### config.mk
export PLATFORM = sky130hd
export DESIGN_NAME = masked_byte_pattern_scanner
export DESIGN_NICKNAME = d
export VERILOG_FILES = /design/src/sv/mbps_pkg.sv /design/src/sv/mbps_cell.sv /design/src/sv/mbps_out_buf.sv /design/src/sv/masked_byte_pattern_scanner.sv
export VERILOG_INCLUDE_DIRS = /design/src /design/src/sv
export SDC_FILE = /design/constraint.sdc
export NUM_CORES = 1
export LEC_CHECK = 0
export BUFFER_PORTS_ARGS = -buffer_cell sky130_fd_sc_hd__buf_2
export CORE_UTILIZATION = 23
export DETAILED_ROUTE_END_ITERATION = 7
export GPL_ROUTABILITY_DRIVEN = 0
export SLEW_MARGIN = 20
export SYNTH_ARGS = -nofsm -noshare
export SYNTH_HDL_FRONTEND = slang
export SYNTH_HIERARCHICAL = 1
export SYNTH_SLANG_ARGS = --single-unit
### constraint.sdc
create_clock -name clk -period 7.9 [get_ports clk]
set_input_delay 0.395 -clock clk [delete_from_list [all_inputs] [get_ports clk]]
set_output_delay 0.395 -clock clk [all_outputs]
set_load 0.03 [all_outputs]
### src/sv/masked_byte_pattern_scanner_macros.svh
// ----------------------------------------------------------------------------
// Assertion macros for the masked byte pattern scanner
// Short forms for the concurrent checks used in the scanner's RTL.
// ----------------------------------------------------------------------------
`ifndef MASKED_BYTE_PATTERN_SCANNER_MACROS_SVH
`define MASKED_BYTE_PATTERN_SCANNER_MACROS_SVH

// Same-cycle implication, disabled while reset is high.
`define MBPS_ASSERT_SAME(label, clk, rst, ante, cons) \
  label: assert property (@(posedge clk) disable iff (rst) (ante) |-> (cons)) \
    else $error("scanner check failed: same-cycle implication");

// Next-cycle implication, disabled while reset is high.
`define MBPS_ASSERT_NEXT(label, clk, rst, ante, cons) \
  label: assert property (@(posedge clk) disable iff (rst) (ante) |=> (cons)) \
    else $error("scanner check failed: next-cycle implication");

`endif

### src/sv/mbps_pkg.sv
// ----------------------------------------------------------------------------
// Scanner package
// Fixed widths, register indexes and the result beat type.
// ----------------------------------------------------------------------------
package mbps_pkg;

  // Number of pattern byte slots held by the two pattern registers.
  localparam int PATTERN_SLOTS = 16;
  localparam int LEN_W         = 5;
  localparam int CFG_IDX_W     = 3;
  localparam int CFG_DATA_W    = 64;
  localparam int OFFSET_OUT_W  = 32;

  localparam logic [CFG_IDX_W-1:0] CFG_PATTERN_LOW  = 3'd0;
  localparam logic [CFG_IDX_W-1:0] CFG_PATTERN_HIGH = 3'd1;
  localparam logic [CFG_IDX_W-1:0] CFG_CARE_MASK    = 3'd2;
  localparam logic [CFG_IDX_W-1:0] CFG_PATTERN_LEN  = 3'd3;
  localparam logic [CFG_IDX_W-1:0] CFG_REPORT_ALL   = 3'd4;

  typedef struct packed {
    logic [OFFSET_OUT_W-1:0] match_offset;
    logic                    is_match;
    logic                    is_done;
    logic                    any_found;
  } result_t;

endpackage

### src/sv/mbps_cell.sv
// ----------------------------------------------------------------------------
// Window cell
// Holds one window byte, passes it on to the next cell and compares the
// byte it is about to take against its aligned pattern byte.
// ----------------------------------------------------------------------------
module mbps_cell (
  input  logic       clk,
  input  logic       shift_en,
  input  logic [7:0] byte_in,
  input  logic [7:0] pat_byte,
  input  logic       cmp_en,
  output logic [7:0] byte_q,
  output logic       hit
);

  // A cell outside the pattern or at a wildcard position always agrees.
  assign hit = !cmp_en || (byte_in == pat_byte);

  always_ff @(posedge clk) begin
    if (shift_en) begin
      byte_q <= byte_in;
    end
  end

endmodule

### src/sv/mbps_out_buf.sv
// ----------------------------------------------------------------------------
// Result buffer
// Output register with one skid entry so the scan keeps going while a
// result beat waits for the consumer.
// ----------------------------------------------------------------------------
module mbps_out_buf
  import mbps_pkg::*;
(
  input  logic    clk,
  input  logic    rst,
  input  logic    push,
  input  result_t res_in,
  output logic    can_accept,
  output logic    out_valid,
  input  logic    out_ready,
  output result_t res_out
);

  logic    skid_valid;
  result_t skid;
  logic    drain;

  assign drain      = !out_valid || out_ready;
  assign can_accept = !skid_valid;

  always_ff @(posedge clk) begin
    if (rst) begin
      out_valid  <= 1'b0;
      skid_valid <= 1'b0;
    end else if (drain) begin
      if (skid_valid) begin
        out_valid  <= 1'b1;
        skid_valid <= push;
      end else begin
        out_valid  <= push;
      end
    end else if (push) begin
      skid_valid <= 1'b1;
    end
  end

  always_ff @(posedge clk) begin
    if (drain) begin
      if (skid_valid) begin
        res_out <= skid;
        if (push) begin
          skid <= res_in;
        end
      end else if (push) begin
        res_out <= res_in;
      end
    end else if (push) begin
      skid <= res_in;
    end
  end

endmodule

### src/sv/masked_byte_pattern_scanner.sv
// ----------------------------------------------------------------------------
// Masked byte pattern scanner: takes one byte per cycle while the output
// buffer can accept; the cell row compares in parallel and combinationally,
// and each result beat waits in an output register plus one skid entry.
// Synchronous reset restores the configuration defaults and clears the offset count and found flag.
// ----------------------------------------------------------------------------
module masked_byte_pattern_scanner
  import mbps_pkg::*;
#(
  parameter int MAX_PATTERN = 16,
  parameter int OFFSET_BITS = 32
) (
  input  logic                    clk,
  input  logic                    rst,
  // Configuration write port
  input  logic                    cfg_we,
  input  logic [CFG_IDX_W-1:0]    cfg_index,
  input  logic [CFG_DATA_W-1:0]   cfg_data,
  // Input beats: one byte of the scanned region each
  input  logic                    in_valid,
  output logic                    in_ready,
  input  logic [7:0]              data_byte,
  input  logic                    region_end,
  // Result beats
  output logic                    out_valid,
  input  logic                    out_ready,
  output logic [OFFSET_OUT_W-1:0] match_offset,
  output logic                    is_match,
  output logic                    is_done,
  output logic                    any_found
);

`include "masked_byte_pattern_scanner_macros.svh"

  // Only the first min(MAX_PATTERN, 16) bytes of the pattern can be used.
  localparam int CAP = (MAX_PATTERN < PATTERN_SLOTS) ? MAX_PATTERN : PATTERN_SLOTS;

  // --------------------------------------------------------------------------
  // Configuration registers
  // --------------------------------------------------------------------------
  logic [CFG_DATA_W-1:0] pattern_low;
  logic [CFG_DATA_W-1:0] pattern_high;
  logic [PATTERN_SLOTS-1:0] care_mask;
  logic [LEN_W-1:0]      pattern_length;
  logic                  report_all;

  always_ff @(posedge clk) begin
    if (rst) begin
      pattern_low    <= '0;
      pattern_high   <= '0;
      care_mask      <= '1;
      pattern_length <= LEN_W'(1);
      report_all     <= 1'b0;
    end else if (cfg_we) begin
      case (cfg_index)
        CFG_PATTERN_LOW:  pattern_low    <= cfg_data;
        CFG_PATTERN_HIGH: pattern_high   <= cfg_data;
        CFG_CARE_MASK:    care_mask      <= cfg_data[PATTERN_SLOTS-1:0];
        CFG_PATTERN_LEN:  pattern_length <= cfg_data[LEN_W-1:0];
        CFG_REPORT_ALL:   report_all     <= cfg_data[0];
        default: ;
      endcase
    end
  end

  // A length of zero behaves as one, and anything past the cell capacity is
  // clipped to it.
  logic [LEN_W-1:0] eff_len;
  logic [LEN_W-1:0] len_m1;

  always_comb begin
    if (pattern_length == '0) begin
      eff_len = LEN_W'(1);
    end else if (pattern_length > LEN_W'(CAP)) begin
      eff_len = LEN_W'(CAP);
    end else begin
      eff_len = pattern_length;
    end
    len_m1 = eff_len - LEN_W'(1);
  end

  // All pattern bytes side by side; byte i sits at bits 8i+7:8i.
  logic [2*CFG_DATA_W-1:0] pattern_all;
  assign pattern_all = {pattern_high, pattern_low};

  // --------------------------------------------------------------------------
  // Handshake and region state
  // --------------------------------------------------------------------------
  logic in_fire;
  logic buf_can_accept;

  assign in_ready = buf_can_accept;
  assign in_fire  = in_valid && in_ready;

  logic [OFFSET_BITS-1:0] bytes_seen;
  logic                   found_flag;

  // --------------------------------------------------------------------------
  // Row of window cells. Cell k holds the byte that arrived k beats ago.
  // Once the new byte shifts in, cell k lines up with pattern byte
  // len-1-k, so every cell compares the byte it is about to take in. The
  // whole row answers in the same cycle the byte is accepted.
  // --------------------------------------------------------------------------
  logic [7:0]             win_q   [MAX_PATTERN];
  logic [7:0]             win_in  [MAX_PATTERN];
  logic [7:0]             cell_pat[MAX_PATTERN];
  logic [MAX_PATTERN-1:0] cell_cmp;
  logic [MAX_PATTERN-1:0] cell_hit;

  for (genvar k = 0; k < MAX_PATTERN; k++) begin : g_cell
    if (k == 0) begin : g_head
      assign win_in[k] = data_byte;
    end else begin : g_link
      assign win_in[k] = win_q[k-1];
    end

    if (k < PATTERN_SLOTS) begin : g_slot
      logic [LEN_W-1:0] pidx;
      assign pidx        = len_m1 - LEN_W'(k);
      assign cell_pat[k] = pattern_all[8*pidx[3:0] +: 8];
      assign cell_cmp[k] = (eff_len > LEN_W'(k)) && care_mask[pidx[3:0]];
    end else begin : g_spare
      assign cell_pat[k] = '0;
      assign cell_cmp[k] = 1'b0;
    end

    mbps_cell u_cell (
      .clk      (clk),
      .shift_en (in_fire),
      .byte_in  (win_in[k]),
      .pat_byte (cell_pat[k]),
      .cmp_en   (cell_cmp[k]),
      .byte_q   (win_q[k]),
      .hit      (cell_hit[k])
    );
  end

  // --------------------------------------------------------------------------
  // Match decision. A hit needs pattern-length bytes of the current region,
  // which also keeps bytes of an earlier region out of the compare.
  // --------------------------------------------------------------------------
  logic [OFFSET_BITS-1:0] len_m1_ext;
  logic [OFFSET_BITS-1:0] start_pos;
  logic                   hit;
  logic                   report;
  logic                   has_result;
  logic                   found_now;

  assign len_m1_ext = OFFSET_BITS'(len_m1);
  assign start_pos  = bytes_seen - len_m1_ext;
  assign hit        = (&cell_hit) && (bytes_seen >= len_m1_ext);
  assign report     = hit && (report_all || !found_flag);
  assign found_now  = found_flag || hit;
  assign has_result = report || region_end;

  // The offset counter stops at its all-ones value; a region end starts the
  // next region at zero with the found flag cleared.
  always_ff @(posedge clk) begin
    if (rst) begin
      bytes_seen <= '0;
      found_flag <= 1'b0;
    end else if (in_fire) begin
      if (region_end) begin
        bytes_seen <= '0;
        found_flag <= 1'b0;
      end else begin
        if (bytes_seen != '1) begin
          bytes_seen <= bytes_seen + OFFSET_BITS'(1);
        end
        found_flag <= found_now;
      end
    end
  end

  // --------------------------------------------------------------------------
  // Result beat, handed to the output buffer
  // --------------------------------------------------------------------------
  logic [OFFSET_OUT_W-1:0] start_out;

  if (OFFSET_BITS >= OFFSET_OUT_W) begin : g_off_trunc
    assign start_out = start_pos[OFFSET_OUT_W-1:0];
  end else begin : g_off_ext
    assign start_out = OFFSET_OUT_W'(start_pos);
  end

  result_t res_new;
  result_t res_out;

  always_comb begin
    res_new.match_offset = report ? start_out : '0;
    res_new.is_match     = report;
    res_new.is_done      = region_end;
    res_new.any_found    = region_end && found_now;
  end

  mbps_out_buf u_out_buf (
    .clk        (clk),
    .rst        (rst),
    .push       (in_fire && has_result),
    .res_in     (res_new),
    .can_accept (buf_can_accept),
    .out_valid  (out_valid),
    .out_ready  (out_ready),
    .res_out    (res_out)
  );

  assign match_offset = res_out.match_offset;
  assign is_match     = res_out.is_match;
  assign is_done      = res_out.is_done;
  assign any_found    = res_out.any_found;

  // --------------------------------------------------------------------------
  // Checks
  // --------------------------------------------------------------------------
  // A region end leaves the offset count and found flag cleared.
  `MBPS_ASSERT_NEXT(a_region_restart, clk, rst, in_fire && region_end, (bytes_seen == '0) && !found_flag)
  // any_found is only ever reported on the completion beat.
  `MBPS_ASSERT_SAME(a_found_on_done, clk, rst, out_valid && any_found, is_done)
  // A beat without a match carries a zero offset.
  `MBPS_ASSERT_SAME(a_offset_zero, clk, rst, out_valid && !is_match, match_offset == '0)
  // A match on a byte that is not a region end always marks the region as having a match.
  `MBPS_ASSERT_NEXT(a_match_sets_flag, clk, rst, in_fire && hit && !region_end, found_flag)

endmodule

==> results.yml <==
setup_path:
  critPathMaxFanout: 58
  worstSetupPathType: "register to register"
  crit_chain: "or4_4 -> and2_4 -> buf_4 -> buf_4 -> mux2i_1 -> mux2i_1 -> mux4_2 -> xnor2_1 -> nand4_1 -> o21ai_1 -> nand4_1 -> nor4_1 -> buf_4 -> o221ai_2 -> a21oi_1 -> o21a_2 -> buf_4"
  max_stage_delay_ns: 0.85
  crit_slowest_cell: "buf_4"
  cp_common_cell: "buf_4"
  setup.worst_path.end_class: "register"
  critPathLaunchType: "register"
  critPathRequiredTime_ns: 8.12
  cp.arrival_ns: 7.37
sta:
  setup_tns_ns: 0
  setup-violations-final: 0
  max_slew_margin: 0.316
  min_period_over_period: 0.905
  fin_ws_ns: 0.751
  finalCriticalPeriod_ns: 7.15
  skew_ns: 0.0403
  rsz0062_at_grt: "false"
  fmax_mhz: 140
  hold_viol: 0
  drv_slew: 0
  tightest_slew_ns: 1.03
global_routing:
  grt_pass1_wl_um: 101000
  grt_max_degree: 85
  gr-total-overflow: 0
  grt_pass1_vias: 15955
  grt_usage: 0.134
  antenna_found_initial: 12
route:
  drc: 12
  ant_nets: 0
  vias: 16512
  vias_per_cell: 4.74
  wl_per_cell_um: 19.3
  routed_wirelength_um: 67300
  dr.pass1.iters: 7
  drt_iter0_drc: 1326
status:
  status: "finished, violations left"
  violations: "design-rule violations"
layout:
  drive_above_1_share: 0.154
  area_growth_syn_to_layout_pct: 14.1
  stdcell_area_sq_um: 25700
  final_nets: 2263
clocking:
  clock-sinks: 375
  cts_hold_buf: 6
  ctsRootBufferMaster: "clkbuf_16"
  path_clk_slew_ns: 0.07
  htree_num_levels: 2
  cts.repair.resized: 0
  ctsLongestPathBuffers: 3
  numCtsBuffers: 42
  cts_tree: "done"
  post_cts_buffers: 0
  clock_latency_ns: 0.59
pwr:
  power.density_nw_per_um2: 179
  leakagePower_uw: 0.00932
  power_uw: 4600
  ir_drop_v: 0.000132
hold_path:
  hold_class: "input port to register"
run:
  max_cap_viol_count: 0
floorplan:
  die_w_um: 315
  initial_utilization: 0.233
  die_y_um: 315
  coreArea_sq_um: 96900
  rows: 114
  die_area_sq_um: 99300
  io_pins: 118
yosys:
  netlist_area_sq_um: 22500
  yosysWarnings: 6
  syn-instance-count: 2110
  syn_nets: 2208
  syn_area_per_cell_sq_um: 10.7
place:
  io_buffers: 117
  placed_cell_area_sq_um: 24300
  hpwl_um: 50800
  place_ws_ns: 0.850
==> where the power goes <==
| group | total [uW] | internal (uW) | switching [uW] |
|---|---|---|---|
| Sequential | 2180 | 2120 | 58.4 |
| Clock | 1920 | 1090 | 829 |
| Combinational | 496 | 197 | 299 |
==> through the flow <==
stage	cells	util	hold WS, ns
floorplan	2110	-	0.448
global placement	3391	0.251	0.453
detailed placement	3391	0.251	0.459
CTS	3475	0.265	0.0151
global route	3481	0.266	0.0251
finish	3482	0.266	0.0480
==> final timing paths <==
path	slack (ns)	endpoint	depth (start not counted)	from
worst min register to register	0.47	g_cell[9].u_cell/byte_q[6]	0	g_cell[8].u_cell/byte_q[6]
worst max-delay path	0.75	u_out_buf/skid[15]	17	pattern_length[4]
worst max register to register	0.75	u_out_buf/skid[15]	17	pattern_length[4]
worst min-delay path	0.05	pattern_high[48]	3	cfg_data[48]
==> routing by layer <==
metal / wire length [um] / share of wire / track usage / vias to the layer above
met4: 2190 / 0.033 / 0.0490 / 6
met1: 28900 / 0.43 / 0.175 / 8061
met2: 31900 / 0.47 / 0.221 / 513
met3: 4320 / 0.064 / 0.0220 / 114
met5: 36 / 0.00053 / 0 / -
li1: - / - / - / 7818
==> cell usage in the layout (no fill, tap or decap), types with 23 or more instances in the layout <==
cell and instances:
mux4_2 55, nand4_1 47, a21oi_1 174, nand2_1 315, buf_4 32, dfxtp_1 184
nand3_1 25, o21ai_0 23, xnor2_1 140, nor2_1 66, mux2i_1 462, clkbuf_16 44
buf_2 116, edfxtp_1 190, mux2_4 34
==> sequential cells by signal (all words and copies together), names as in the netlist <==
register	flops
g_cell.u_cell/byte_q	120
pattern_high	64
pattern_low	64
u_out_buf/res_out	35
u_out_buf/skid	35
bytes_seen	32
care_mask	16
pattern_length	5
found_flag	1
report_all	1
u_out_buf/out_valid	1
u_out_buf/skid_valid	1
==> layout make-up <==
type	instances	area, sq um
Clock inverter	25	194
Inverter	19	76.3
Fill cell	10156	71100
Sequential cell	375	9410
Antenna cell	7	17.5
Timing Repair Buffer	154	881
Multi-Input combinational cell	1573	12400
Tap cell	1276	1600
Clock buffer	53	1130
==> worst max-delay path: cells and delay by family, from the launching register on <==
family,cells,cell delay (ns)
buffers and inverters,4,2.14
and+or+nand+nor,5,1.36
muxes,3,1.02
AOI/OAI and AO/OA,4,1.10
DFF,1,0.83
xor gates and xnor gates,1,0.20
Note: power is estimated with default switching activity, not from simulation.
